File: config.mk
export PLATFORM = sky130hd
export DESIGN_NAME = lcd_mode_and_line_timer_core_flat
export DESIGN_NICKNAME = d
export VERILOG_FILES = /design/src/design/lmlt_pkg.sv /design/src/design/lmlt_if.sv /design/src/design/lmlt_cfg_regs.sv /design/src/design/lmlt_timer.sv /design/src/design/lcd_mode_and_line_timer_core.sv /design/src/flat_wrapper.sv
export SDC_FILE = /design/constraint.sdc
export NUM_CORES = 1
export LEC_CHECK = 0
export BUFFER_PORTS_ARGS = -buffer_cell sky130_fd_sc_hd__buf_2
export CORE_MARGIN = 2
export CORE_UTILIZATION = 50
export CTS_CLUSTER_SIZE = 30
export DETAILED_ROUTE_END_ITERATION = 7
export MAX_ROUTING_LAYER = met4
export PLACE_DENSITY = 0.81
export SETUP_SLACK_MARGIN = 0.02
export SYNTH_ARGS = -nofsm -noshare
export SYNTH_HDL_FRONTEND = slang
export SYNTH_HIERARCHICAL = 1
export SYNTH_SLANG_ARGS = --single-unit
File: constraint.sdc
create_clock -name clk_i -period 9.5 [get_ports clk_i]
set_clock_uncertainty 0.15 [all_clocks]
set_input_delay 2.375 -clock clk_i [delete_from_list [all_inputs] [get_ports clk_i]]
set_output_delay 2.375 -clock clk_i [all_outputs]
set_load 0.05 [all_outputs]
File: src/design/lmlt_pkg.sv
// lcd mode and line timer: shared types, constants and register codes
// no dependencies; used by the register bank, the timer and the core

package lmlt_pkg;

  localparam logic [9:0] LINE_CYCLES    = 10'd456;
  localparam logic [7:0] VISIBLE_LINES  = 8'd144;
  localparam logic [7:0] LAST_LINE      = VISIBLE_LINES + 8'd9;
  localparam logic [9:0] OAM_THRESHOLD  = LINE_CYCLES - 10'd80;
  localparam logic [9:0] XFER_THRESHOLD = LINE_CYCLES - 10'd252;

  localparam int unsigned CFG_IDX_W  = 3;
  localparam int unsigned CFG_DATA_W = 8;

  typedef enum logic [1:0] {
    MODE_HBLANK = 2'd0,
    MODE_VBLANK = 2'd1,
    MODE_OAM    = 2'd2,
    MODE_XFER   = 2'd3
  } lcd_mode_e;

  typedef enum logic [CFG_IDX_W-1:0] {
    REG_DISPLAY_EN   = 3'd0,
    REG_BG_EN        = 3'd1,
    REG_SPRITE_EN    = 3'd2,
    REG_HBLANK_IRQ   = 3'd3,
    REG_VBLANK_IRQ   = 3'd4,
    REG_OAM_IRQ      = 3'd5,
    REG_COMPARE_IRQ  = 3'd6,
    REG_LINE_COMPARE = 3'd7
  } cfg_idx_e;

  typedef struct packed {
    logic       display_enable;
    logic       background_enable;
    logic       sprite_enable;
    logic       hblank_irq_enable;
    logic       vblank_stat_irq_enable;
    logic       oam_irq_enable;
    logic       compare_irq_enable;
    logic [7:0] line_compare;
  } cfg_t;

  typedef struct packed {
    lcd_mode_e  lcd_mode;
    logic [7:0] line_now;
    logic       compare_match;
    logic       stat_irq;
    logic       vblank_irq;
    logic       draw_background;
    logic       draw_sprites;
    logic [7:0] drawn_line;
  } result_t;

endpackage

File: src/design/lmlt_if.sv
// lcd mode and line timer: valid/ready channels for tick words and result words
// depends on nothing; field widths follow the block's word layout

interface lmlt_in_if;
  logic       valid;
  logic       ready;
  logic [7:0] elapsed_cycles;

  modport source (output valid, output elapsed_cycles, input ready);
  modport sink   (input valid, input elapsed_cycles, output ready);
endinterface

interface lmlt_out_if;
  logic       valid;
  logic       ready;
  logic [1:0] lcd_mode;
  logic [7:0] line_now;
  logic       compare_match;
  logic       stat_irq;
  logic       vblank_irq;
  logic       draw_background;
  logic       draw_sprites;
  logic [7:0] drawn_line;

  modport source (output valid, output lcd_mode, output line_now, output compare_match,
                  output stat_irq, output vblank_irq, output draw_background,
                  output draw_sprites, output drawn_line, input ready);
  modport sink   (input valid, input lcd_mode, input line_now, input compare_match,
                  input stat_irq, input vblank_irq, input draw_background,
                  input draw_sprites, input drawn_line, output ready);
endinterface

File: src/design/lmlt_cfg_regs.sv
// lcd mode and line timer: configuration register bank
// depends on lmlt_pkg

module lmlt_cfg_regs (
  input  logic                            clk_i,
  input  logic                            rst_ni,
  input  logic                            cfg_we_i,
  input  logic [lmlt_pkg::CFG_IDX_W-1:0]  cfg_idx_i,
  input  logic [lmlt_pkg::CFG_DATA_W-1:0] cfg_wdata_i,
  output lmlt_pkg::cfg_t                  cfg_o
);

  lmlt_pkg::cfg_t cfg_q, cfg_d;

  always_comb begin
    cfg_d = cfg_q;
    if (cfg_we_i) begin
      unique case (lmlt_pkg::cfg_idx_e'(cfg_idx_i))
        lmlt_pkg::REG_DISPLAY_EN:   cfg_d.display_enable         = cfg_wdata_i[0];
        lmlt_pkg::REG_BG_EN:        cfg_d.background_enable      = cfg_wdata_i[0];
        lmlt_pkg::REG_SPRITE_EN:    cfg_d.sprite_enable          = cfg_wdata_i[0];
        lmlt_pkg::REG_HBLANK_IRQ:   cfg_d.hblank_irq_enable      = cfg_wdata_i[0];
        lmlt_pkg::REG_VBLANK_IRQ:   cfg_d.vblank_stat_irq_enable = cfg_wdata_i[0];
        lmlt_pkg::REG_OAM_IRQ:      cfg_d.oam_irq_enable         = cfg_wdata_i[0];
        lmlt_pkg::REG_COMPARE_IRQ:  cfg_d.compare_irq_enable     = cfg_wdata_i[0];
        lmlt_pkg::REG_LINE_COMPARE: cfg_d.line_compare           = cfg_wdata_i[7:0];
        default: ;
      endcase
    end
  end

  always_ff @(posedge clk_i or negedge rst_ni) begin
    if (!rst_ni) begin
      cfg_q <= '{display_enable: 1'b1, background_enable: 1'b1, default: '0};
    end else begin
      cfg_q <= cfg_d;
    end
  end

  assign cfg_o = cfg_q;

endmodule

File: src/design/lmlt_timer.sv
// lcd mode and line timer: line countdown, line counter, mode and compare state
// depends on lmlt_pkg; advances once per step_i and presents that step's result

module lmlt_timer (
  input  logic              clk_i,
  input  logic              rst_ni,
  input  logic              step_i,
  input  logic [7:0]        cycles_i,
  input  lmlt_pkg::cfg_t    cfg_i,
  output lmlt_pkg::result_t res_o
);

  logic [9:0]           countdown_q, countdown_d;
  logic [7:0]           line_q, line_d;
  lmlt_pkg::lcd_mode_e  prev_mode_q, prev_mode_d;
  logic                 coinc_q, coinc_d;

  lmlt_pkg::lcd_mode_e  mode;
  logic                 req;
  logic                 line_match;
  logic [10:0]          remain;
  logic                 expired;

  always_comb begin
    // mode from line and countdown before this step's cycles are spent
    if (line_q >= lmlt_pkg::VISIBLE_LINES) begin
      mode = lmlt_pkg::MODE_VBLANK;
      req  = cfg_i.vblank_stat_irq_enable;
    end else if (countdown_q >= lmlt_pkg::OAM_THRESHOLD) begin
      mode = lmlt_pkg::MODE_OAM;
      req  = cfg_i.oam_irq_enable;
    end else if (countdown_q >= lmlt_pkg::XFER_THRESHOLD) begin
      mode = lmlt_pkg::MODE_XFER;
      req  = 1'b0;
    end else begin
      mode = lmlt_pkg::MODE_HBLANK;
      req  = cfg_i.hblank_irq_enable;
    end

    line_match = (line_q == cfg_i.line_compare);
    remain     = {1'b0, countdown_q} - {3'b000, cycles_i};
    // zero or negative remainder ends the line
    expired    = remain[10] | (remain == 11'd0);

    countdown_d = countdown_q;
    line_d      = line_q;
    prev_mode_d = prev_mode_q;
    coinc_d     = coinc_q;
    res_o       = '0;

    if (!cfg_i.display_enable) begin
      countdown_d         = lmlt_pkg::LINE_CYCLES;
      line_d              = 8'd0;
      prev_mode_d         = lmlt_pkg::MODE_VBLANK;
      res_o.lcd_mode      = lmlt_pkg::MODE_VBLANK;
      res_o.compare_match = coinc_q;
    end else begin
      prev_mode_d    = mode;
      coinc_d        = line_match;
      res_o.lcd_mode = mode;
      res_o.stat_irq = (req && (mode != prev_mode_q)) ||
                       (line_match && cfg_i.compare_irq_enable);
      res_o.compare_match = line_match;
      if (expired) begin
        // excess cycles carry into the next line
        countdown_d = remain[9:0] + lmlt_pkg::LINE_CYCLES;
        if (line_q == lmlt_pkg::VISIBLE_LINES) begin
          res_o.vblank_irq = 1'b1;
        end else if (line_q < lmlt_pkg::VISIBLE_LINES) begin
          res_o.draw_background = cfg_i.background_enable;
          res_o.draw_sprites    = cfg_i.sprite_enable;
          if (cfg_i.background_enable || cfg_i.sprite_enable) begin
            res_o.drawn_line = line_q;
          end
        end
        line_d = (line_q >= lmlt_pkg::LAST_LINE) ? 8'd0 : line_q + 8'd1;
      end else begin
        countdown_d = remain[9:0];
      end
      res_o.line_now = line_d;
    end
    if (!cfg_i.display_enable) begin
      res_o.line_now = 8'd0;
    end
  end

  always_ff @(posedge clk_i or negedge rst_ni) begin
    if (!rst_ni) begin
      countdown_q <= lmlt_pkg::LINE_CYCLES;
      line_q      <= 8'd0;
      prev_mode_q <= lmlt_pkg::MODE_OAM;
      coinc_q     <= 1'b0;
    end else if (step_i) begin
      countdown_q <= countdown_d;
      line_q      <= line_d;
      prev_mode_q <= prev_mode_d;
      coinc_q     <= coinc_d;
    end
  end

endmodule

File: src/design/lcd_mode_and_line_timer_core.sv
// Tick words enter an input register, one step of the line timer runs on it, and the
// step's result lands in an output register. A word is accepted every cycle as long as
// the result side keeps taking words; a tick word waits in the input register until
// the output register is free or being read, then its result is registered there.
// Throughput is set by the single timer update per cycle (countdown subtract, mode
// compares and line increment). Configuration takes effect on the next word.
// Depends on lmlt_pkg, lmlt_if, lmlt_cfg_regs and lmlt_timer.

module lcd_mode_and_line_timer_core (
  input  logic                            clk_i,
  input  logic                            rst_ni,
  input  logic                            cfg_we_i,
  input  logic [lmlt_pkg::CFG_IDX_W-1:0]  cfg_idx_i,
  input  logic [lmlt_pkg::CFG_DATA_W-1:0] cfg_wdata_i,
  lmlt_in_if.sink                         in_i,
  lmlt_out_if.source                      out_o
);

  lmlt_pkg::cfg_t    cfg;
  lmlt_pkg::result_t step_res;
  lmlt_pkg::result_t res_q;

  logic       in_valid_q;
  logic [7:0] cycles_q;
  logic       out_valid_q;
  logic       step;
  logic       in_take;

  // the timer steps when the staged word can move into the result register
  assign step    = in_valid_q && (!out_valid_q || out_o.ready);
  assign in_take = in_i.valid && in_i.ready;
  assign in_i.ready = !in_valid_q || step;

  lmlt_cfg_regs u_cfg (
    .clk_i       (clk_i),
    .rst_ni      (rst_ni),
    .cfg_we_i    (cfg_we_i),
    .cfg_idx_i   (cfg_idx_i),
    .cfg_wdata_i (cfg_wdata_i),
    .cfg_o       (cfg)
  );

  lmlt_timer u_timer (
    .clk_i    (clk_i),
    .rst_ni   (rst_ni),
    .step_i   (step),
    .cycles_i (cycles_q),
    .cfg_i    (cfg),
    .res_o    (step_res)
  );

  always_ff @(posedge clk_i or negedge rst_ni) begin
    if (!rst_ni) begin
      in_valid_q  <= 1'b0;
      out_valid_q <= 1'b0;
    end else begin
      if (in_i.ready) begin
        in_valid_q <= in_i.valid;
      end
      if (step) begin
        out_valid_q <= 1'b1;
      end else if (out_o.ready) begin
        out_valid_q <= 1'b0;
      end
    end
  end

  always_ff @(posedge clk_i) begin
    if (in_take) begin
      cycles_q <= in_i.elapsed_cycles;
    end
    if (step) begin
      res_q <= step_res;
    end
  end

  assign out_o.valid           = out_valid_q;
  assign out_o.lcd_mode        = res_q.lcd_mode;
  assign out_o.line_now        = res_q.line_now;
  assign out_o.compare_match   = res_q.compare_match;
  assign out_o.stat_irq        = res_q.stat_irq;
  assign out_o.vblank_irq      = res_q.vblank_irq;
  assign out_o.draw_background = res_q.draw_background;
  assign out_o.draw_sprites    = res_q.draw_sprites;
  assign out_o.drawn_line      = res_q.drawn_line;

endmodule
File: src/flat_wrapper.sv
// flat-port wrapper written by rule: the top's interface ports become plain ports
module lcd_mode_and_line_timer_core_flat 
  (clk_i, rst_ni, cfg_we_i, cfg_idx_i, cfg_wdata_i, in_i_valid, in_i_elapsed_cycles, in_i_ready, out_o_valid, out_o_lcd_mode, out_o_line_now, out_o_compare_match, out_o_stat_irq, out_o_vblank_irq, out_o_draw_background, out_o_draw_sprites, out_o_drawn_line, out_o_ready);
  lmlt_in_if in_i_i ();
  lmlt_out_if out_o_i ();
  input  logic clk_i;
  input  logic rst_ni;
  input  logic cfg_we_i;
  input  logic [lmlt_pkg::CFG_IDX_W-1:0] cfg_idx_i;
  input  logic [lmlt_pkg::CFG_DATA_W-1:0] cfg_wdata_i;
  input wire logic [$bits(in_i_i.valid)-1:0] in_i_valid;
  input wire logic [$bits(in_i_i.elapsed_cycles)-1:0] in_i_elapsed_cycles;
  output wire logic [$bits(in_i_i.ready)-1:0] in_i_ready;
  output wire logic [$bits(out_o_i.valid)-1:0] out_o_valid;
  output wire logic [$bits(out_o_i.lcd_mode)-1:0] out_o_lcd_mode;
  output wire logic [$bits(out_o_i.line_now)-1:0] out_o_line_now;
  output wire logic [$bits(out_o_i.compare_match)-1:0] out_o_compare_match;
  output wire logic [$bits(out_o_i.stat_irq)-1:0] out_o_stat_irq;
  output wire logic [$bits(out_o_i.vblank_irq)-1:0] out_o_vblank_irq;
  output wire logic [$bits(out_o_i.draw_background)-1:0] out_o_draw_background;
  output wire logic [$bits(out_o_i.draw_sprites)-1:0] out_o_draw_sprites;
  output wire logic [$bits(out_o_i.drawn_line)-1:0] out_o_drawn_line;
  input wire logic [$bits(out_o_i.ready)-1:0] out_o_ready;
  assign in_i_i.valid = in_i_valid;
  assign in_i_i.elapsed_cycles = in_i_elapsed_cycles;
  assign in_i_ready = in_i_i.ready;
  assign out_o_valid = out_o_i.valid;
  assign out_o_lcd_mode = out_o_i.lcd_mode;
  assign out_o_line_now = out_o_i.line_now;
  assign out_o_compare_match = out_o_i.compare_match;
  assign out_o_stat_irq = out_o_i.stat_irq;
  assign out_o_vblank_irq = out_o_i.vblank_irq;
  assign out_o_draw_background = out_o_i.draw_background;
  assign out_o_draw_sprites = out_o_i.draw_sprites;
  assign out_o_drawn_line = out_o_i.drawn_line;
  assign out_o_i.ready = out_o_ready;
  lcd_mode_and_line_timer_core u_core (.clk_i(clk_i), .rst_ni(rst_ni), .cfg_we_i(cfg_we_i), .cfg_idx_i(cfg_idx_i), .cfg_wdata_i(cfg_wdata_i), .in_i(in_i_i), .out_o(out_o_i));
endmodule
After elaboration in Yosys (flattened, before gate mapping)
Index checks and enable logic that the tools add are counted.

cells by class
  add/sub/neg operators = 3
  multiply operators = 0
  div/mod/pow operators = 0
  order comparisons = 5
  equality and inequality tests = 10
  shift operators = 0
  mux-type cells = 16
  bitwise operators = 5
  reductions and logical operators = 24

operator list
  operator                 number
  $mux W8                  3
  $mux W10                 2
  $reduce_and A2 Y1        9
  $ge A8 B8 Y1 const B     2
  $eq A3 B3 Y1 const B     4
  $logic_not A11 Y1        1
  $sub A10 B8 Y11          1
  $add A10 B9 Y10 const B  1
  $ge A10 B8 Y1 const B    1
  $ge A10 B9 Y1 const B    1
  $add A8 B1 Y8 const B    1
  $eq A8 B8 Y1             1
  $eq A8 B8 Y1 const B     1
  $lt A8 B8 Y1 const B     1
  $mux W2                  4
  $mux W1                  7
  $eq A3 B2 Y1 const B     2
  $reduce_or A5 Y1         1
  $logic_and A1 B1 Y1      4
  $logic_or A1 B1 Y1       4
  $not A1 Y1               4
  $reduce_or A4 Y1         1
  $eq A3 B1 Y1 const B     1
  $logic_not A3 Y1         1
  4 further kinds          5

word-level totals
  register bits = 69
  bits in latches = 0
  memory bits (writable) = 0
  ROM bits = 0
  output and inout port bits = 25
  memories kept = 0

Depth between registers and ports, before layout
Gate-level depths: netlist of the first run.

  depth in word-level cells = 7
  gate-level depth with buffers = 13
  depth with buffers taken out = 11

By module
Netlist of the first run, hierarchy kept.

by module, submodules not included
  module                        instances  cells each  area each (um^2)  seq. area each (um^2)
  lmlt_timer                    1          292         2293.4            531.8
  lcd_mode_and_line_timer_core  1          39          1034.7            980.9
  lmlt_cfg_regs                 1          38          658.1             377.9

Worst setup path before layout of the first run
OpenSTA, ideal clock, no wires.

  kind = input port to output port
  start = in out_o_ready
  end = out in_i_ready
  arrival = 2.619 ns
  slack = 4.356 ns
  cell stages on the path = 1
  buffers on the path = 0
  cells stage by stage = nand3b_4

on the way
  word-level cells in the longest chain between the ends = 3

ends and longest elaborated chain
  item                 line                                RTL
  from (decl)          flat_wrapper.sv:23                  input wire logic [$bits(out_o_i.ready)-1:0] out_o_ready;
  $logic_or A1 B1 Y1   lcd_mode_and_line_timer_core.sv:30  assign step = in_valid_q && (!out_valid_q || out_o.ready);
  $logic_and A1 B1 Y1  lcd_mode_and_line_timer_core.sv:30
  $logic_or A1 B1 Y1   lcd_mode_and_line_timer_core.sv:32  assign in_i.ready = !in_valid_q || step;
  to (decl)            flat_wrapper.sv:13                  output wire logic [$bits(in_i_i.ready)-1:0] in_i_ready;

No other way between the ends.

Final worst setup path of the first run
Ends and elaborated chain as after synthesis.

==> results by group, run 1 <==
Worst setup path
  – Crit-path max cell delay: 0.26 ns
  – Worst reg2reg path endpoint: u_core/out_o.line_now[3]$_DFFE_PP_
  – WP data arrival: 2.84 ns
  – Cell Chain, Critical Path: buf_2 > nand3b_4 > buf_2
  – Crit start category: primary input
  – Worst reg2reg setup slack: 5.57 ns
  – Crit Path Class: in -> out
  – CP Max Fanout: 3
  – R2r worst-path depth: 11
  – RR Startpoint: u_core/cycles_q[0]$_DFFE_PP_
  – Slowest CP cell: buf_2
  – Worst path required time: 6.98 ns
  – CP endpoint kind: output port
  – Worst path bufs/invs: 2
  – Top delay family on crit path: buffers and inverters
  – Most frequent CP cell: buf_2

Global routing
  – Vias in the first global route: 3,045
  – Initial antenna violation count: 0
  – Total GRT Usage: 21.9%
  – Global-route wire length before repair: 14,500 um
  – Grt ovf: 0
  – Largest net degree at the start of global routing: 45

Yosys
  – Number of synthesized flops with an enable pin: 31
  – Synthesis-stage register bit count: 69
  – Leading area contributor after synthesis: edfxtp_1
  – Post-synthesis cell type count: 68
  – Cells after Synth: 369
  – Share of flip-flops with an asynchronous set or reset: 55.1%
  – Synth top cells by count: dfrtp_1, edfxtp_1, inv_1, nor2_1, nand2_1
  – Dominant cells by area after synthesis: edfxtp_1, dfrtp_1, dfstp_2, ha_1, mux2_2
  – Register area share after synthesis: 47.4%
  – Area fraction of the dominant cell type after synthesis: 23.4%
  – Yosys warning total: 6
  – Mapped Area: 3990 sq um
  – Syn Nets: 407
  – Mean Syn Cell Area: 10.8 sq um
  – Top FF cell, synth: edfxtp_1

Place
  – Port Buf Inserts: 48
  – Placed Area: 4270 sq um
  – Post-DP HPWL: 5850 um
  – Gp weighted congestion: 0.867
  – DP Cell Count: 502

Cells and area
  – Area growth, synth to finish: 12.1%
  – Antenna cells: 0
  – # fillers: 661
  – Post-Layout Cell Count: 518
  – Fin area: 4470 sq um
  – Layout cells sized above 1: 24.3%
  – Final Net Count: 449

Floorplanning
  – Die ar.: 8700 sq um
  – Core footprint: 7730 sq um
  – Die Width: 93.3 um
  – FP Rows: 32
  – IO Count: 49
  – Die Y: 93.3 um
  – Starting density of the core: 51.6%

Clock tree
  – Max Root-Sink Buffers: 2
  – Clock Pin Slew Worst Setup and Hold Paths: 0.07 ns
  – Clock sink count: 69
  – Resize count post-CTS: 0
  – Hold_buf cts: 0
  – Post-CTS Setup Repair Bufs: 0
  – Clk root buf: clkbuf_8
  – Num CTS Buffers: 9
  – H-tree depth: 3
  – TritonCTS clock tree: yes
  – Clk_lat worst skew: 0.35 ns

Hold path
  – Hold Path Stages: 1
  – HP Class: reg -> reg
  – Worst hold start: u_core/u_cfg/cfg_o[11]$_DFFE_PN0P_
  – Hold Crit Endpoint: u_core/u_cfg/cfg_o[11]$_DFFE_PN0P_

Timing
  – Fmax: 186 MHz
  – Fin. max-slew vios: 0
  – Setup TNS: 0 ns
  – Final setup viols: 0
  – Final Cycle Share: 56.5%
  – Unrepaired setup endpoints after global routing: false
  – Fin crit period: 5.37 ns
  – Slew @ Worst Pin: 0.874 ns
  – Final Hold Fails: 0
  – Slew headroom: 41.8%
  – Worst hold slack: 0.368 ns

Drt
  – DR iter-0 viols: 404
  – Vias per inst: 6.05
  – TritonRoute pass-1 iters: 5
  – DR vias: 3,133
  – Post-route ant nets: 0
  – Drt drc: 0
  – Routed len/inst: 16.6 um
  – Final WL: 8580 um

Pwr
  – Total power: 0.00122 W
  – Worst VDD drop: 132 uV
  – Cell leakage power: 1.86 nW
  – P per Cell Area: 272 nW/um^2

Run status
  – Status: finished, final reports clean

Flow run
  – Max-Cap Viols: 0
cells in the final DEF, fill, tap and decap left out, types with 13 or more instances in the layout:
| cell type | synthesis | routed |
|---|---|---|
| nor2_1 | 25 | 25 |
| ha_1 | 13 | 13 |
| o21ai_0 | 14 | 14 |
| buf_2 | 1 | 48 |
| dfrtp_1 | 31 | 31 |
| edfxtp_1 | 31 | 31 |
| mux2_2 | 13 | 13 |
| inv_1 | 25 | 25 |
| nand2_1 | 22 | 22 |
layout make-up:
type	instances	area, sq um	share of cell area [%]
inverter	25	93.8	2.10
timing repair buffer	50	255	5.71
tap	102	128	2.86
multi-input combinational	256	1900	42.6
clock buffer	9	124	2.77
sequential	69	1890	42.3
clock inverter	7	73.8	1.65
sequential cells by signal, summed over array words and instances (netlist names), 2 cells and up:
register / cells
u_core/u_cfg/cfg_o: 15
u_core/u_timer/countdown_q: 10
u_core/cycles_q: 8
u_core/out_o.drawn_line: 8
u_core/out_o.line_now: 8
u_core/u_timer/line_q: 8
u_core/out_o.lcd_mode: 2
u_core/u_timer/prev_mode_q: 2
metrics by stage:
stage	worst slack, ns	util (%)
floorplan	4.36	-
global placement	4.14	55.3
detailed placement	4.13	55.3
CTS	4.13	57.8
global route	4.10	57.8
finish	4.13	57.8
worst reg2reg max path: stages (launching register included):
cell	delay (ns)
edfxtp_1	0.38
ha_1	0.24
fa_1	0.44
nor2b_4	0.16
o2111ai_1	0.22
a31o_1	0.33
a2111oi_4	0.40
nand4_1	0.14
a22o_1	0.25
buf_4	0.26
nand2b_1	0.31
o32ai_1	0.44
per-layer routing:
layer | up-vias | track usage [%] | part of all wire [%] | wire length, um
met1 | 1507 | 28.7 | 43 | 3660
met4 | 0 | 9.68 | 2.3 | 195
met5 | - | - | 0 | 0
met2 | 147 | 33.7 | 48 | 4110
li1 | 1459 | - | - | -
met3 | 20 | 3.95 | 7.1 | 610
worst max path at each step:
stage	from	end	slack, ns	cells past startpoint
4_1_cts	out_o_ready	in_i_ready	4.13	3
2_1_floorplan	out_o_ready	in_i_ready	4.36	1
3_5_place_dp	out_o_ready	in_i_ready	4.13	3
5_1_grt	out_o_ready	in_i_ready	4.10	3
6_report	out_o_ready	in_i_ready	4.13	3
3_3_place_gp	out_o_ready	in_i_ready	4.14	3
where the power goes:
part           switching (W)  internal (W)  total, W
Sequential         0.0000784      0.000389  0.000467
Clock               0.000120      0.000122  0.000242
Combinational       0.000308      0.000198  0.000506
Total               0.000506      0.000709   0.00122
cells by family (layout without fill, tap and decap cells):
family          Yosys count  after routing  synth area share [%]
compound gates           78             78                  14.5
xor+xnor                 13             13                  2.86
fa+ha+maj                14             14                  4.58
buf+inv                  44             91                  4.83
flops                    69             69                  47.4
mux                      22             22                  6.34
simple gates            129            129                  19.5
No activity file was read; power rests on OpenSTA's default activity.
==> run 2: changes to the inputs <==
==> constraint.sdc (replaced) <==
create_clock -name clk_i -period 5.1 [get_ports clk_i]
set_clock_uncertainty 0.15 [all_clocks]
set_input_delay 1.275 -clock clk_i [delete_from_list [all_inputs] [get_ports clk_i]]
set_output_delay 1.275 -clock clk_i [all_outputs]
set_load 0.05 [all_outputs]
==> run 2 against run 1 <==
Against the previous run:
- design area shrank 0.17%
- clock power rose by 86%
- clock-buffer cell count unchanged
==> results by group, run 2 (synthesis gave the netlist of run 1 again) <==
Clock tree
  – H-tree depth: 3 (unchanged)
  – Max Root-Sink Buffers: 2 (unchanged)
  – Clock Pin Slew Worst Setup and Hold Paths: 0.08 ns (was 0.07 ns)
  – Hold_buf cts: 0 (unchanged)
  – Resize count post-CTS: 0 (unchanged)
  – Clk root buf: clkbuf_8 (unchanged)
  – Clock sink count: 69 (unchanged)
  – Clk_lat worst skew: 0.34 ns (was 0.35 ns)
  – Num CTS Buffers: 9 (unchanged)
  – Post-CTS Setup Repair Bufs: 0 (unchanged)
  – TritonCTS clock tree: yes (unchanged)

Floorplanning
  – Starting density of the core: 51.6% (unchanged)
  – Die ar.: 8700 sq um (unchanged)
  – Die Y: 93.3 um (unchanged)
  – Die Width: 93.3 um (unchanged)
  – FP Rows: 32 (unchanged)
  – IO Count: 49 (unchanged)
  – Core footprint: 7730 sq um (unchanged)

Timing
  – Final worst slack: 0.989 ns (was 4.13 ns)
  – Slew @ Worst Pin: 1.31 ns (was 0.874 ns)
  – Setup TNS: 0 ns (unchanged)
  – Fin. max-slew vios: 0 (unchanged)
  – Fin crit period: 4.11 ns
  – Fmax: 243 MHz
  – Final Cycle Share: 80.6%
  – Slew headroom: 12.6% (was 41.8%)
  – Unrepaired setup endpoints after global routing: false (unchanged)
  – Final setup viols: 0 (unchanged)
  – Final Hold Fails: 0 (unchanged)

Hold path
  – Hold Path Stages: 1 (unchanged)
  – HP Class: reg -> reg (unchanged)
  – Worst hold start: u_core/u_cfg/cfg_o[8]$_DFFE_PN0P_ (was u_core/u_cfg/cfg_o[11]$_DFFE_PN0P_)
  – Hold Crit Endpoint: u_core/u_cfg/cfg_o[8]$_DFFE_PN0P_ (was u_core/u_cfg/cfg_o[11]$_DFFE_PN0P_)

Pwr
  – P per Cell Area: 508 nW/um^2 (was 272 nW/um^2)
  – Worst VDD drop: 231 uV (was 132 uV)
  – Cell leakage power: 1.85 nW (was 1.86 nW)
  – Sequential share of power: 38.5% (was 38.4%)
  – NetSw: 0.000945 W (was 0.000506 W)
  – Clock group share of total power: 19.9% (about the same)
  – Gate power share: 41.6% (about the same)
  – Sw frac: 41.7% (was 41.6%)
  – Int Pwr: 0.00132 W (was 0.000709 W)

Cells and area
  – Commonest cells after routing, fill and taps aside: buf_2, edfxtp_1, dfrtp_1 (unchanged)
  – Area growth, synth to finish: 11.9% (was 12.1%)
  – Layout cells sized above 1: 23.9% (was 24.3%)
  – Largest register FFs: 15 (unchanged)
  – Commonest non-fill, non-tap cell in the layout: buf_2 (unchanged)
  – Post-Layout Cell Count: 517 (was 518)
  – Antenna cells: 0 (unchanged)
  – Final Net Count: 448 (was 449)

Place
  – Port Buf Inserts: 48 (unchanged)
  – Post-DP HPWL: 5880 um (was 5850 um)
  – Pre-CTS setup slack: 1.06 ns (was 4.13 ns)
  – DP Cell Count: 501 (was 502)
  – Gp weighted congestion: 0.890 (was 0.867)

Worst setup path
  – Crit Path Class: reg -> reg (was in -> out)
  – RR Startpoint: u_core/cycles_q[0]$_DFFE_PP_ (unchanged)
  – CP Max Fanout: 33 (was 3)
  – CP endpoint kind: register (was output port)
  – R2r worst-path depth: 10 (was 11)
  – Worst reg2reg setup slack: 0.99 ns (was 5.57 ns)
  – Worst path required time: 5.10 ns (was 6.98 ns)
  – Crit start category: register (was primary input)
  – Worst reg2reg path endpoint: u_core/out_o.line_now[3]$_DFFE_PP_ (unchanged)
  – WP data arrival: 4.11 ns (was 2.84 ns)

Drt
  – Post-route ant nets: 0 (unchanged)
  – DR iter-0 viols: 381 (was 404)
  – Final WL: 8610 um (was 8580 um)
  – TritonRoute pass-1 iters: 5 (unchanged)
  – DR vias: 3,129 (was 3,133)
  – Drt drc: 0 (unchanged)
  – Vias per inst: 6.05 (about the same)
  – Routed len/inst: 16.6 um (about the same)

Global routing
  – Largest net degree at the start of global routing: 39 (was 45)
  – Initial antenna violation count: 0 (unchanged)
  – Vias in the first global route: 2,965 (was 3,045)
  – Total GRT Usage: 20.9% (was 21.9%)
  – Grt ovf: 0 (unchanged)
  – Global-route wire length before repair: 14,000 um (was 14,500 um)

Run status
  – Status: finished, final reports clean (unchanged)

Flow run
  – Max-Cap Viols: 0 (unchanged)
run 2: metal layers:
metal	GRT usage [%]	share of wire (%)	wire [um]	vias up
met2	31.2	47	4040	128
met5	-	0	0	-
met4	11.2	3.5	300	0
li1	-	-	-	1460
met1	27.5	43	3710	1497
met3	3.38	6.5	563	44
run 2: power groups by stage:
stage               Sequential (W)  Combinational (W)  Clock [W]
finish                    0.000872           0.000942   0.000451
CTS                       0.000868           0.000930   0.000457
global route              0.000889            0.00102   0.000486
floorplan                 0.000885           0.000714          0
global placement          0.000874           0.000889          0
detailed placement        0.000878           0.000924          0
run 2: how the worst max path moves through the flow:
stage | cells past startpoint | startpoint | endpoint | slack [ns]
floorplan | 10 | u_core/cycles_q[0]$_DFFE_PP_ | u_core/out_o.line_now[2]$_DFFE_PP_ | 1.86
global placement | 10 | u_core/cycles_q[0]$_DFFE_PP_ | u_core/out_o.line_now[3]$_DFFE_PP_ | 1.33
detailed placement | 10 | u_core/cycles_q[0]$_DFFE_PP_ | u_core/out_o.line_now[3]$_DFFE_PP_ | 1.06
CTS | 10 | u_core/cycles_q[0]$_DFFE_PP_ | u_core/out_o.line_now[3]$_DFFE_PP_ | 1.05
global route | 10 | u_core/cycles_q[0]$_DFFE_PP_ | u_core/out_o.line_now[3]$_DFFE_PP_ | 0.77
finish | 10 | u_core/cycles_q[0]$_DFFE_PP_ | u_core/out_o.line_now[3]$_DFFE_PP_ | 0.99
run 2: critical path: stages (launching register included):
cell and delay (ns):
edfxtp_1 0.37, ha_1 0.24, fa_1 0.45, nor2b_4 0.15
o2111ai_1 0.19, a31o_1 0.32, a2111oi_4 0.39, nand4_1 0.16
a22o_1 0.69, nand2b_1 0.43, o32ai_1 0.36
run 2: per-stage QoR:
stage	hold slack, ns	cell area, sq um	util, %	total power [W]
finish	0.370	4460	57.7	0.00227
global route	0.395	4460	57.7	0.00240
CTS	0.371	4460	57.7	0.00225
detailed placement	0.346	4260	55.2	0.00180
global placement	0.336	4260	55.2	0.00176
floorplan	0.316	3990	-	0.00160
run 2: area by class of cell:
cell class	count	area, sq um
Clock inverter	7	73.8
Fill cell	659	3270
Multi-Input combinational cell	256	1900
Timing Repair Buffer	49	248
Sequential cell	69	1890
Clock buffer	9	124
Inverter	25	93.8
Tap cell	102	128
==> run 3: changes to the inputs <==
==> constraint.sdc (replaced) <==
create_clock -name clk_i -period 4 [get_ports clk_i]
set_clock_uncertainty 0.15 [all_clocks]
set_input_delay 1 -clock clk_i [delete_from_list [all_inputs] [get_ports clk_i]]
set_output_delay 1 -clock clk_i [all_outputs]
set_load 0.05 [all_outputs]
==> run 3 against run 2 <==
Against the previous run:
- setup slack worse by 0.72 ns
- die area stayed put
- non-clock buffer count up 3
- final cell count increased by 0.58%
- flip-flop and latch count is the same
==> results by group, run 3 (synthesis gave the netlist of run 1 again) <==
Worst setup path
  – Crit start category: register (unchanged)
  – WP data arrival: 3.85 ns (was 4.11 ns)
  – Slowest CP cell: a22o_1 (unchanged)
  – CP Max Fanout: 17 (was 33)
  – Crit-path max cell delay: 0.46 ns (was 0.69 ns)
  – CP endpoint kind: register (unchanged)
  – Crit Path Class: reg -> reg (unchanged)
  – Cell Chain, Critical Path: ha_1 > fa_1 > nor2b_4 > o2111ai_1 > a31o_1 > a2111oi_4 > nand4_1 > a22o_1 > buf_4 > or3_1 > o211ai_1 (was ha_1 > fa_1 > nor2b_4 > o2111ai_1 > a31o_1 > a2111oi_4 > nand4_1 > a22o_1 > nand2b_1 > o32ai_1)
  – Worst path required time: 4.11 ns (was 5.10 ns)

Place
  – Post-DP HPWL: 6000 um (was 5880 um)
  – Port Buf Inserts: 48 (unchanged)
  – Gp weighted congestion: 0.904 (was 0.890)

Floorplanning
  – Die ar.: 8700 sq um (unchanged)
  – Die Width: 93.3 um (unchanged)
  – IO Count: 49 (unchanged)
  – Core footprint: 7730 sq um (unchanged)
  – FP Rows: 32 (unchanged)
  – Die Y: 93.3 um (unchanged)
  – Starting density of the core: 51.6% (unchanged)

Cells and area
  – Antenna cells: 0 (unchanged)
  – Final Net Count: 451 (was 448)
  – Register area: 1890 sq um (unchanged)
  – Area of the multi-input gates: 1900 sq um (unchanged)
  – Layout cells sized above 1: 24.4% (was 23.9%)
  – Commonest cells after routing, fill and taps aside: buf_2, edfxtp_1, dfrtp_1 (unchanged)
  – # fillers: 640 (was 659)
  – Final Util: 58.0% (was 57.7%)
  – Area growth, synth to finish: 12.5% (was 11.9%)
  – Commonest non-fill, non-tap cell in the layout: buf_2 (unchanged)
  – Largest register FFs: 15 (unchanged)

Clock tree
  – Clock Pin Slew Worst Setup and Hold Paths: 0.08 ns (about the same)
  – Post-CTS Setup Repair Bufs: 0 (unchanged)
  – TritonCTS clock tree: yes (unchanged)
  – Clk_lat worst skew: 0.35 ns (was 0.34 ns)
  – Num CTS Buffers: 9 (unchanged)
  – Resize count post-CTS: 0 (unchanged)
  – Hold_buf cts: 0 (unchanged)
  – H-tree depth: 3 (unchanged)
  – Clock sink count: 69 (unchanged)
  – Max Root-Sink Buffers: 2 (unchanged)
  – Clk root buf: clkbuf_8 (unchanged)

Global routing
  – Initial antenna violation count: 0 (unchanged)
  – Total GRT Usage: 21.6% (was 20.9%)
  – Largest net degree at the start of global routing: 39 (unchanged)
  – Vias in the first global route: 2,983 (was 2,965)
  – Grt ovf: 0 (unchanged)
  – Global-route wire length before repair: 14,300 um (was 14,000 um)

Timing
  – Slew headroom: 42.0% (was 12.6%)
  – Fmax: 268 MHz (was 243 MHz)
  – Setup TNS: 0 ns (unchanged)
  – Final setup viols: 0 (unchanged)
  – Fin. max-slew vios: 0 (unchanged)
  – Final Cycle Share: 93.4% (was 80.6%)
  – Slew @ Worst Pin: 0.870 ns (was 1.31 ns)
  – Final Hold Fails: 0 (unchanged)
  – Worst hold slack: 0.361 ns (was 0.370 ns)
  – Fin crit period: 3.74 ns (was 4.11 ns)
  – Unrepaired setup endpoints after global routing: false (unchanged)

Flow run
  – Max-Cap Viols: 0 (unchanged)

Drt
  – DR iter-0 viols: 294 (was 381)
  – Final WL: 8520 um (was 8610 um)
  – Drt drc: 0 (unchanged)
  – Vias per inst: 5.93 (was 6.05)
  – DR vias: 3,086 (was 3,129)
  – Routed len/inst: 16.4 um (was 16.6 um)
  – TritonRoute pass-1 iters: 5 (unchanged)
  – Post-route ant nets: 0 (unchanged)

Pwr
  – Worst VDD drop: 266 uV (was 231 uV)
  – P per Cell Area: 644 nW/um^2 (was 508 nW/um^2)
  – Cell leakage power: 1.86 nW (was 1.85 nW)

Hold path
  – HP Class: reg -> reg (unchanged)

Run status
  – Status: finished, final reports clean (unchanged)
[run 3: cell types whose count changed in the layout (fill, tap and decap cells not counted), sizes merged]
| cell | previous run | this run |
|---|---|---|
| buf | 49 | 52 |
| clkinv | 1 | 2 |
| inv | 27 | 26 |
[run 3: area by class of cell]
cell class	instances	area share, %
Clock inverter	7	1.65
Inverter	25	2.09
Sequential cell	69	42.2
Timing Repair Buffer	52	6.03
Multi-Input combinational cell	256	42.5
Clock buffer	9	2.76
Tap cell	102	2.85
[run 3: report_power, final]
group | internal, W | switching, W
Sequential | 0.000924 | 0.000187
Combinational | 0.000482 | 0.000723
Clock | 0.000289 | 0.000283
Total | 0.00169 | 0.00119
[run 3: critical path, delay by kind of cell, from the launching register on]
family	cells	cell delay (ns)
buf+inv	1	0.28
compound gates	5	1.47
simple gates	3	0.69
flops	1	0.37
fa+ha+maj	2	0.70
[run 3: final timing paths]
path	start	end	slack [ns]	depth (start not counted)
worst max-delay path	u_core/cycles_q[0]$_DFFE_PP_	u_core/u_timer/line_q[2]$_DFFE_PN0P_	0.26	11
worst max register to register	u_core/cycles_q[0]$_DFFE_PP_	u_core/u_timer/line_q[2]$_DFFE_PN0P_	0.26	11
worst min register to register	u_core/u_cfg/cfg_o[9]$_DFFE_PN0P_	u_core/u_cfg/cfg_o[9]$_DFFE_PN0P_	0.36	1
max in group asynchronous	rst_ni	u_core/u_timer/countdown_q[9]$_DFFE_PN0P_	2.53	1
min in group asynchronous	rst_ni	u_core/u_timer/line_q[0]$_DFFE_PN0P_	0.60	1
worst min-delay path	u_core/u_cfg/cfg_o[9]$_DFFE_PN0P_	u_core/u_cfg/cfg_o[9]$_DFFE_PN0P_	0.36	1
[run 3: per-stage QoR]
stage,total power [W],cell area (sq um),std cells,setup slack (ns)
global placement,0.00227,4290,504,0.468
global route,0.00308,4480,520,0.103
detailed placement,0.00231,4290,504,0.343
finish,0.00289,4480,520,0.265
floorplan,0.00204,3990,369,0.764
CTS,0.00289,4480,520,0.320
[run 3: routing by layer]
metal	routed length [um]	GRT usage [%]
met2	4020	32.5
met3	538	3.71
met4	255	11.0
met5	0	-
met1	3710	28.4
